### src/hw/rtl/ofc_pkg.sv
// ----------------------------------------------------------------------------
// ofc_pkg: shared types and constants
// Field widths, arithmetic constants and the payload carried along the
// divider chain of the frequency-to-code converter.
// ----------------------------------------------------------------------------
`default_nettype none

package ofc_pkg;

    localparam int FREQ_W = 16;              // request frequency in kHz
    localparam int CODE_W = 16;              // control word
    localparam int CFG_W  = 2;               // output config bits
    localparam int HZ_W   = 26;              // 65535 * 1000 < 2^26
    localparam int K_W    = 4;               // octave 0..15
    localparam int Q_W    = 12;              // quotient bits, N/F < 4096
    localparam int NUM_W  = 37;              // 2078 << 25 < 2^37
    localparam int DAC_W  = 10;
    localparam int SHIFT_W = 5;              // 10 + k <= 25

    localparam int HZ_PER_KHZ   = 1000;
    localparam int OCT_BASE_HZ  = 1039;
    localparam int DAC_NUM_BASE = 2078;
    localparam int DAC_SHIFT0   = 10;
    localparam int OCT_MAX      = 15;
    localparam int DAC_MAX      = 1023;
    localparam int DAC_CENTER   = 2048;
    localparam logic [FREQ_W-1:0] KHZ_SAT = '1;

    // corrected frequency in Hz, after the first stage
    typedef struct packed {
        logic [HZ_W-1:0] f;
    } prep_t;

    // state of one division in flight
    typedef struct packed {
        logic            zero;   // F == 0
        logic [K_W-1:0]  k;      // octave
        logic [HZ_W-1:0] f;      // divisor
        logic [HZ_W-1:0] rem;    // partial remainder, < f
        logic [Q_W-1:0]  nq;     // dividend bits still to shift in, quotient bits shifted out
    } div_t;

endpackage

`default_nettype wire

### src/hw/rtl/ofc_req_if.sv
// ----------------------------------------------------------------------------
// ofc_req_if: request channel
// valid/ready channel carrying one requested frequency in kHz.
// ----------------------------------------------------------------------------
`default_nettype none

interface ofc_req_if;
    import ofc_pkg::*;

    logic              valid;
    logic              ready;
    logic [FREQ_W-1:0] target_khz;

    modport source (output valid, output target_khz, input ready);
    modport sink   (input valid, input target_khz, output ready);
endinterface

`default_nettype wire

### src/hw/rtl/ofc_rsp_if.sv
// ----------------------------------------------------------------------------
// ofc_rsp_if: response channel
// valid/ready channel carrying one 16-bit oscillator control word.
// ----------------------------------------------------------------------------
`default_nettype none

interface ofc_rsp_if;
    import ofc_pkg::*;

    logic              valid;
    logic              ready;
    logic [CODE_W-1:0] code;

    modport source (output valid, output code, input ready);
    modport sink   (input valid, input code, output ready);
endinterface

`default_nettype wire

### src/hw/rtl/oscillator_freq_to_code_core.sv
// ----------------------------------------------------------------------------
// oscillator_freq_to_code_core: kHz request to oscillator control word
// Corrects the requested frequency, picks the octave and computes the
// 10-bit dac value with a chain of restoring-division cells.
// ----------------------------------------------------------------------------
//
//  channel  | dir | handshake        | payload
//  ---------+-----+------------------+-------------------------------------
//  req      | in  | valid / ready    | target_khz[15:0]
//  rsp      | out | valid / ready    | code[15:0] = octave, dac, out config
//  cfg      | in  | cfg_wr_en        | cfg_wr_data[1:0] -> code[1:0]
//
//  One request per cycle sustained while rsp is ready; 15 register stages
//  lie between request and response (correction/Hz, octave, 12 division
//  cells, one per quotient bit, rounding).
//  Each stage frees itself as soon as its neighbor takes the data, so
//  bubbles collapse under a response stall; req.ready drops only when all 15 are full.
//  Reset clears the valid bits and config register (0); config is captured at rounding.
// ----------------------------------------------------------------------------
`default_nettype none

module oscillator_freq_to_code_core (
    input  wire logic                      clk,
    input  wire logic                      rst_n,
    ofc_req_if.sink                        req,
    ofc_rsp_if.source                      rsp,
    input  wire logic                      cfg_wr_en,
    input  wire logic [ofc_pkg::CFG_W-1:0] cfg_wr_data
);
    import ofc_pkg::*;

    logic [CFG_W-1:0] cfg_reg;
    logic [CFG_W-1:0] cfg_next;

    // prep -> octave
    logic  prep_valid;
    logic  prep_ready;
    prep_t prep_data;

    // octave output is chain slot 0; cell i reads slot i, writes slot i+1
    logic  chain_valid [0:Q_W];
    logic  chain_ready [0:Q_W];
    div_t  chain_data  [0:Q_W];

    assign cfg_next = cfg_wr_en ? cfg_wr_data : cfg_reg;

    always_ff @(posedge clk or negedge rst_n)
    begin
        if (!rst_n)
        begin
            cfg_reg <= '0;
        end
        else
        begin
            cfg_reg <= cfg_next;
        end
    end

    ofc_prep u_prep (
        .clk      (clk),
        .rst_n    (rst_n),
        .req      (req),
        .dn_valid (prep_valid),
        .dn_ready (prep_ready),
        .dn_data  (prep_data)
    );

    ofc_octave u_octave (
        .clk      (clk),
        .rst_n    (rst_n),
        .up_valid (prep_valid),
        .up_ready (prep_ready),
        .up_data  (prep_data),
        .dn_valid (chain_valid[0]),
        .dn_ready (chain_ready[0]),
        .dn_data  (chain_data[0])
    );

    // one quotient bit per cell, most significant first
    for (genvar i = 0; i < Q_W; i++)
    begin : g_cell
        ofc_div_cell u_cell (
            .clk      (clk),
            .rst_n    (rst_n),
            .up_valid (chain_valid[i]),
            .up_ready (chain_ready[i]),
            .up_data  (chain_data[i]),
            .dn_valid (chain_valid[i+1]),
            .dn_ready (chain_ready[i+1]),
            .dn_data  (chain_data[i+1])
        );
    end

    ofc_round u_round (
        .clk      (clk),
        .rst_n    (rst_n),
        .out_cfg  (cfg_reg),
        .up_valid (chain_valid[Q_W]),
        .up_ready (chain_ready[Q_W]),
        .up_data  (chain_data[Q_W]),
        .rsp      (rsp)
    );

endmodule

`default_nettype wire

### src/hw/rtl/ofc_prep.sv
// ----------------------------------------------------------------------------
// ofc_prep: input stage
// Stepped kHz correction with saturation, then conversion to Hz.
// ----------------------------------------------------------------------------
`default_nettype none

module ofc_prep (
    input  wire logic          clk,
    input  wire logic          rst_n,
    ofc_req_if.sink            req,
    output logic               dn_valid,
    input  wire logic          dn_ready,
    output ofc_pkg::prep_t     dn_data
);
    import ofc_pkg::*;

    logic              v_reg;
    logic              v_next;
    prep_t             d_reg;
    prep_t             d_next;
    logic [2:0]        add;
    logic [FREQ_W:0]   sum;
    logic [FREQ_W-1:0] khz_c;
    logic              up_ready;

    assign up_ready  = !v_reg || dn_ready;
    assign req.ready = up_ready;

    always_comb
    begin
        if (req.target_khz >= FREQ_W'(1000))     add = 3'd7;
        else if (req.target_khz >= FREQ_W'(833)) add = 3'd6;
        else if (req.target_khz >= FREQ_W'(666)) add = 3'd5;
        else if (req.target_khz >= FREQ_W'(500)) add = 3'd4;
        else if (req.target_khz >= FREQ_W'(366)) add = 3'd3;
        else if (req.target_khz >= FREQ_W'(233)) add = 3'd2;
        else if (req.target_khz >= FREQ_W'(100)) add = 3'd1;
        else                                     add = 3'd0;

        sum   = {1'b0, req.target_khz} + (FREQ_W+1)'(add);
        khz_c = sum[FREQ_W] ? KHZ_SAT : sum[FREQ_W-1:0];

        v_next = v_reg;
        d_next = d_reg;
        if (up_ready)
        begin
            v_next = req.valid;
            if (req.valid)
            begin
                d_next.f = HZ_W'({{(HZ_W-FREQ_W){1'b0}}, khz_c} * HZ_W'(HZ_PER_KHZ));
            end
        end
    end

    always_ff @(posedge clk or negedge rst_n)
    begin
        if (!rst_n)
        begin
            v_reg <= 1'b0;
        end
        else
        begin
            v_reg <= v_next;
        end
    end

    always_ff @(posedge clk)
    begin
        d_reg <= d_next;
    end

    assign dn_valid = v_reg;
    assign dn_data  = d_reg;

endmodule

`default_nettype wire

### src/hw/rtl/ofc_octave.sv
// ----------------------------------------------------------------------------
// ofc_octave: octave select and dividend setup
// Picks the octave from the frequency and loads the divider chain.
// ----------------------------------------------------------------------------
`default_nettype none

module ofc_octave (
    input  wire logic          clk,
    input  wire logic          rst_n,
    input  wire logic          up_valid,
    output logic               up_ready,
    input  wire ofc_pkg::prep_t up_data,
    output logic               dn_valid,
    input  wire logic          dn_ready,
    output ofc_pkg::div_t      dn_data
);
    import ofc_pkg::*;

    logic             v_reg;
    logic             v_next;
    div_t             d_reg;
    div_t             d_next;
    logic [K_W-1:0]   k;
    logic [NUM_W-1:0] num;

    assign up_ready = !v_reg || dn_ready;

    always_comb
    begin
        // thresholds rise with i, so the last hit is the largest octave
        k = '0;
        for (int i = 1; i <= OCT_MAX; i++)
        begin
            if ((HZ_W'(OCT_BASE_HZ) << i) <= up_data.f)
            begin
                k = K_W'(i);
            end
        end

        num = NUM_W'(DAC_NUM_BASE) << (SHIFT_W'(DAC_SHIFT0) + {1'b0, k});

        v_next = v_reg;
        d_next = d_reg;
        if (up_ready)
        begin
            v_next = up_valid;
            if (up_valid)
            begin
                d_next.zero = (up_data.f == '0);
                d_next.k    = k;
                d_next.f    = up_data.f;
                d_next.rem  = HZ_W'(num[NUM_W-1:Q_W]);
                d_next.nq   = num[Q_W-1:0];
            end
        end
    end

    always_ff @(posedge clk or negedge rst_n)
    begin
        if (!rst_n)
        begin
            v_reg <= 1'b0;
        end
        else
        begin
            v_reg <= v_next;
        end
    end

    always_ff @(posedge clk)
    begin
        d_reg <= d_next;
    end

    assign dn_valid = v_reg;
    assign dn_data  = d_reg;

    // octave threshold is met whenever an octave above zero is chosen
    a_oct_floor: assert property (@(posedge clk) disable iff (!rst_n)
        v_reg && (d_reg.k != '0) |-> (HZ_W'(OCT_BASE_HZ) << d_reg.k) <= d_reg.f)
        else $error("octave above frequency");

endmodule

`default_nettype wire

### src/hw/rtl/ofc_div_cell.sv
// ----------------------------------------------------------------------------
// ofc_div_cell: one restoring-division cell
// Shifts one dividend bit into the remainder, trial-subtracts the divisor
// and shifts one quotient bit out toward the next cell.
// ----------------------------------------------------------------------------
`default_nettype none

module ofc_div_cell (
    input  wire logic          clk,
    input  wire logic          rst_n,
    input  wire logic          up_valid,
    output logic               up_ready,
    input  wire ofc_pkg::div_t up_data,
    output logic               dn_valid,
    input  wire logic          dn_ready,
    output ofc_pkg::div_t      dn_data
);
    import ofc_pkg::*;

    logic            v_reg;
    logic            v_next;
    div_t            d_reg;
    div_t            d_next;
    logic [HZ_W:0]   trial;
    logic [HZ_W:0]   diff;
    logic            ge;

    assign up_ready = !v_reg || dn_ready;

    always_comb
    begin
        trial = {up_data.rem, up_data.nq[Q_W-1]};
        diff  = trial - {1'b0, up_data.f};
        ge    = (trial >= {1'b0, up_data.f});

        v_next = v_reg;
        d_next = d_reg;
        if (up_ready)
        begin
            v_next = up_valid;
            if (up_valid)
            begin
                d_next     = up_data;
                d_next.rem = ge ? diff[HZ_W-1:0] : trial[HZ_W-1:0];
                d_next.nq  = {up_data.nq[Q_W-2:0], ge};
            end
        end
    end

    always_ff @(posedge clk or negedge rst_n)
    begin
        if (!rst_n)
        begin
            v_reg <= 1'b0;
        end
        else
        begin
            v_reg <= v_next;
        end
    end

    always_ff @(posedge clk)
    begin
        d_reg <= d_next;
    end

    assign dn_valid = v_reg;
    assign dn_data  = d_reg;

    // partial remainder stays below the divisor for any nonzero frequency
    a_rem_bound: assert property (@(posedge clk) disable iff (!rst_n)
        v_reg && !d_reg.zero |-> d_reg.rem < d_reg.f)
        else $error("remainder not below divisor");

endmodule

`default_nettype wire

### src/hw/rtl/ofc_round.sv
// ----------------------------------------------------------------------------
// ofc_round: rounding, clamp and output register
// Rounds 2048 - N/F to nearest (halves down), clamps to the dac range and
// holds the packed control word for the response channel.
// ----------------------------------------------------------------------------
`default_nettype none

module ofc_round (
    input  wire logic                    clk,
    input  wire logic                    rst_n,
    input  wire logic [ofc_pkg::CFG_W-1:0] out_cfg,
    input  wire logic                    up_valid,
    output logic                         up_ready,
    input  wire ofc_pkg::div_t           up_data,
    ofc_rsp_if.source                    rsp
);
    import ofc_pkg::*;

    logic               v_reg;
    logic               v_next;
    logic [CODE_W-1:0]  code_reg;
    logic [CODE_W-1:0]  code_next;
    logic               round_dn;
    logic signed [Q_W+1:0] v;
    logic [DAC_W-1:0]   dac;

    assign up_ready = !v_reg || rsp.ready;

    always_comb
    begin
        round_dn = (up_data.rem == '0) || ({up_data.rem, 1'b0} < {1'b0, up_data.f});
        v = (Q_W+2)'(DAC_CENTER) - $signed({2'b00, up_data.nq});
        if (!round_dn)
        begin
            v = v - (Q_W+2)'(1);
        end

        if (up_data.zero || v < 0)         dac = '0;
        else if (v > (Q_W+2)'(DAC_MAX))    dac = DAC_W'(DAC_MAX);
        else                               dac = v[DAC_W-1:0];

        v_next    = v_reg;
        code_next = code_reg;
        if (up_ready)
        begin
            v_next = up_valid;
            if (up_valid)
            begin
                code_next = {up_data.k, dac, out_cfg};
            end
        end
    end

    always_ff @(posedge clk or negedge rst_n)
    begin
        if (!rst_n)
        begin
            v_reg <= 1'b0;
        end
        else
        begin
            v_reg <= v_next;
        end
    end

    always_ff @(posedge clk)
    begin
        code_reg <= code_next;
    end

    assign rsp.valid = v_reg;
    assign rsp.code  = code_reg;

    // zero frequency leaves only the config bits
    a_zero_code: assert property (@(posedge clk) disable iff (!rst_n)
        up_valid && up_ready && up_data.zero |=> code_reg[CODE_W-1:CFG_W] == '0)
        else $error("zero frequency gave nonzero octave or dac");

endmodule

`default_nettype wire
### src/flat_wrapper.sv
// flat-port wrapper written by rule: the top's interface ports become plain ports
module oscillator_freq_to_code_core_flat import ofc_pkg::*;
  (clk, rst_n, cfg_wr_en, cfg_wr_data, req_valid, req_target_khz, req_ready, rsp_valid, rsp_code, rsp_ready);
  ofc_req_if req_i ();
  ofc_rsp_if rsp_i ();
  input  wire logic clk;
  input  wire logic rst_n;
  input  wire logic cfg_wr_en;
  input  wire logic [ofc_pkg::CFG_W-1:0] cfg_wr_data;
  input wire logic [$bits(req_i.valid)-1:0] req_valid;
  input wire logic [$bits(req_i.target_khz)-1:0] req_target_khz;
  output wire logic [$bits(req_i.ready)-1:0] req_ready;
  output wire logic [$bits(rsp_i.valid)-1:0] rsp_valid;
  output wire logic [$bits(rsp_i.code)-1:0] rsp_code;
  input wire logic [$bits(rsp_i.ready)-1:0] rsp_ready;
  assign req_i.valid = req_valid;
  assign req_i.target_khz = req_target_khz;
  assign req_ready = req_i.ready;
  assign rsp_valid = rsp_i.valid;
  assign rsp_code = rsp_i.code;
  assign rsp_i.ready = rsp_ready;
  oscillator_freq_to_code_core u_core (.clk(clk), .rst_n(rst_n), .req(req_i), .rsp(rsp_i), .cfg_wr_en(cfg_wr_en), .cfg_wr_data(cfg_wr_data));
endmodule
### config.mk
export PLATFORM = sky130hd
export DESIGN_NAME = oscillator_freq_to_code_core_flat
export DESIGN_NICKNAME = d
export VERILOG_FILES = /design/src/hw/rtl/ofc_pkg.sv /design/src/hw/rtl/ofc_req_if.sv /design/src/hw/rtl/ofc_rsp_if.sv /design/src/hw/rtl/oscillator_freq_to_code_core.sv /design/src/hw/rtl/ofc_prep.sv /design/src/hw/rtl/ofc_octave.sv /design/src/hw/rtl/ofc_div_cell.sv /design/src/hw/rtl/ofc_round.sv /design/src/flat_wrapper.sv
export SDC_FILE = /design/constraint.sdc
export NUM_CORES = 2
export LEC_CHECK = 0
export BUFFER_PORTS_ARGS = -buffer_cell sky130_fd_sc_hd__buf_2
export CORE_MARGIN = 8
export CORE_UTILIZATION = 64
export CTS_CLUSTER_SIZE = 8
export DETAILED_ROUTE_END_ITERATION = 8
export GPL_TIMING_DRIVEN = 0
export PLACE_DENSITY_LB_ADDON = 0.2
export REMOVE_ABC_BUFFERS = 1
export SLEW_MARGIN = 20
export SYNTH_ARGS = -nofsm -noshare
export SYNTH_HDL_FRONTEND = slang
export SYNTH_SLANG_ARGS = --single-unit
### constraint.sdc
create_clock -name clk -period 6.7 [get_ports clk]
set_input_delay 1.34 -clock clk [delete_from_list [all_inputs] [get_ports clk]]
set_output_delay 1.34 -clock clk [all_outputs]
set_load 0.05 [all_outputs]
==> reports/results.txt <==
root buf cell: clkbuf_16
Syn Inst Count: 4342
GP Congestion: 0.928
Distinct cells, synth: 99
WL/cell: 20.2 um
Critical Path Slowest Stage Cell: fa_1
Rel. slew slack: 24.8%
setup TNS: -20580 ps
Fmax: 119 MHz
global-route wire length before repair: 178000 um
initial antenna violation count: 2
Final Critical Period: 8420 ps
Post-route DRC: 0
Final WS setup: -1720 ps
port bufs: 40
critical-path maximum fanout: 7
Final HPWL DP: 82300 um
maxcap violations: 0
PD cells: 552 nW/um^2
final worst path period share: 126%
largest net degree at the start of global routing: 62
clock tree buffer depth: 3
status: finished, violations left
filler cell count: 5217
register area: 26900 um^2
maximum vdd drop: 406 uV
Avg Inst Size Synth: 11.7 um^2
dpl cell area: 52700 um^2
FF+latch count, synth: 900
most frequent CP cell: inv_2
setup violators final: 17
Synth Area in Compound Gates: 12.5%
WP data required: 7150 ps
Via density: 6.07
row cnt: 103
DRT antenna net count: 0
final instance area: 57000 um^2
leakage: 23.2 nW
CTS HTree Levels: 4
ys flop type: edfxtp_1
post-synth top area share: 52.2%
GRT overflow: 0
multi-input combinational cell area: 22100 um^2
Total GRT Usage: 25.0%
HP Class: reg2reg
Die W: 298 um
Yosys top cell by area: edfxtp_1
CTS Sinks: 900
Post-synth EDFFs: 883
WP data arrival: 8870 ps
Adder-Cell Fraction of Synth Area: 11.5%
Clk Latency, worst-skew pair: 700 ps
Starting Density: 64.5%
share of cells above drive strength 1: 12.3%
Netlist Area Pre-Place: 50800 um^2
synth warn: 0
CP Capture Type: register
worst stage delay on the critical path: 560 ps
via count: 33.9k
multiplexer share of the synthesized area: 3.84%
pin slew with the least headroom to its limit: 1130 ps
Pwr Total: 31.5 mW
Fin. Hold Viols: 0
die footprint: 88700 um^2
RSZ-0062 raised after global routing: true
Clock Skew: 21.1 ps
CTS tree: yes
die height: 298 um
CTS buffer count: 130
Ports: 41
Worst-path clk slew: 50 ps
largest family of logic cells by synthesized area: compound AO/OA/AOI/OAI gates
first-pass iteration count of the detailed router: 6
Layout Nets: 4951
area growth from synthesis to final layout: 12.1%
final WL: 113000 um
vias in the first global route: 34.1k
critical path class: in2reg
Seq/Total Area, Yosys: 53.0%
crit start category: input port
async set-reset flop share out of synthesis: 1.89%
max reg flops: 780
failing checks: setup timing
Placeable Area: 78700 um^2
Slew Viols, Final: 0
Synth Area in Simple Gates: 10.3%
top cells by area, synth: edfxtp_1 52%, ha_1 8.8%, inv_1 3.8%, mux2_2 3.2%, xnor2_1 2.7%
xor/xnor share of the synthesized area: 4.34%
Iteration-0 DRC Markers: 2567
-- final cells by class --
type | count | share of cell area (%)
multi-input combinational | 2862 | 38.8
timing repair buffer | 101 | 1.97
tap | 1050 | 2.31
clock buffer | 159 | 5.98
antenna | 1 | 0.00439
sequential | 900 | 47.3
clock inverter | 12 | 0.264
inverter | 508 | 3.35
-- final timing paths --
path | end | cells after the start | slack [ps] | startpoint
max in group asynchronous | u_core.g_cell[9].u_cell.dn_valid | 1 | 5750 | rst_n
max reg2reg | u_core.u_octave.dn_data[21] | 13 | 1850 | u_core.u_prep.dn_data[22]
min | u_core.g_cell[0].u_cell.dn_data[65] | 0 | 410 | u_core.u_octave.dn_data[65]
max | u_core.u_prep.dn_data[25] | 36 | -1720 | req_target_khz[1]
min reg2reg | u_core.g_cell[0].u_cell.dn_data[65] | 0 | 410 | u_core.u_octave.dn_data[65]
min in group asynchronous | u_core.u_prep.dn_valid | 1 | 600 | rst_n
-- report_power, final --
group | total, mW | internal [mW] | switching (mW)
Clock | 5.84 | 3.53 | 2.31
Sequential | 10.1 | 8.90 | 1.20
Combinational | 15.5 | 6.87 | 8.64
-- layer usage --
metal | track usage, % | vias up | share of wire [%]
met1 | 28.8 | 16278 | 38
met3 | 4.14 | 346 | 5.0
met2 | 44.3 | 1108 | 51
met4 | 13.5 | 0 | 5.4
li1 | - | 16202 | -
met5 | 0 | - | 0
-- worst max-delay path: cells and delay by family --
| kind | cells | cell delay [ps] |
|---|---|---|
| adders and majority gates | 7 | 2820 |
| and+or+nand+nor | 12 | 2140 |
| AOI/OAI and AO/OA | 9 | 2060 |
| buffers and inverters | 7 | 350 |
| xor gates and xnor gates | 1 | 150 |
-- cell families (layout without fill, tap and decap cells) --
kind of cell             count (synthesis)  after routing
flip-flops                             900            900
XOR/XNOR                               252            252
other                                    0              1
AND/OR/NAND/NOR                       1050           1050
adder cells (fa/ha/maj)                426            426
buffers and inverters                  580            780
multiplexers                           176            176
AO/OA/AOI/OAI                          958            958
-- metrics by stage --
step	std cells	hold WS, ps	util (%)	setup WS (ps)
finish	5593	410	72.3	-1720
CTS	5582	406	72.0	-1560
floorplan	4270	400	-	-2430
global route	5593	418	72.3	-1920
detailed placement	5383	405	66.9	-3600
global placement	5360	401	66.0	-3550
-- layout by cell type (no fill, tap or decap), types with 17 or more instances in the layout --
master / count
nor4_1: 30
nor3_1: 85
mux2i_1: 23
xor2_1: 93
mux2_2: 145
nor2b_1: 56
nand4_1: 40
edfxtp_1: 883
buf_2: 37
inv_1: 500
nand2b_1: 51
nand2_1: 243
and3_1: 33
nand3_1: 77
a21o_1: 116
dfrtp_1: 17
xnor2_1: 157
or2_2: 29
o31ai_1: 32
ha_1: 350
fa_1: 64
clkbuf_16: 132
a31oi_1: 31
o211ai_1: 22
o21a_1: 51
o21ai_0: 177
or3_1: 17
nor2_1: 264
a211oi_1: 29
a21oi_1: 264
clkbuf_1: 27
and2_1: 17
o21bai_1: 27
buf_4: 30
-- timing repair --
item | in CTS | in global routing
pin swaps | 48 | 40
resized for setup | 70 | 36
endpoints found under the setup margin | 19 | 18
hold endpoints to repair | 0 | 0
cloned | 0 | 0
hold buffers | 0 | 0
buffers inserted | 31 | 11
-- cells in the mapped netlist, types with 19 or more instances --
library cell / number
a211oi_1: 30
a31oi_1: 32
o21bai_1: 28
buf_2: 28
mux2i_1: 23
and2_1: 28
mux2_2: 145
or2_2: 29
nand4_1: 40
nor2_1: 270
o21ai_0: 184
xor2_1: 93
o21a_1: 52
nor3_1: 87
a21o_1: 116
nor2b_1: 60
xnor2_1: 159
clkbuf_1: 35
inv_1: 508
nor4_1: 32
o211ai_1: 22
o31ai_1: 32
edfxtp_1: 883
or3_1: 19
nand2_1: 254
nand3_1: 78
a21oi_1: 270
fa_1: 67
ha_1: 358
nand2b_1: 52
and3_1: 33
No activity file was read; power rests on OpenSTA's default activity.
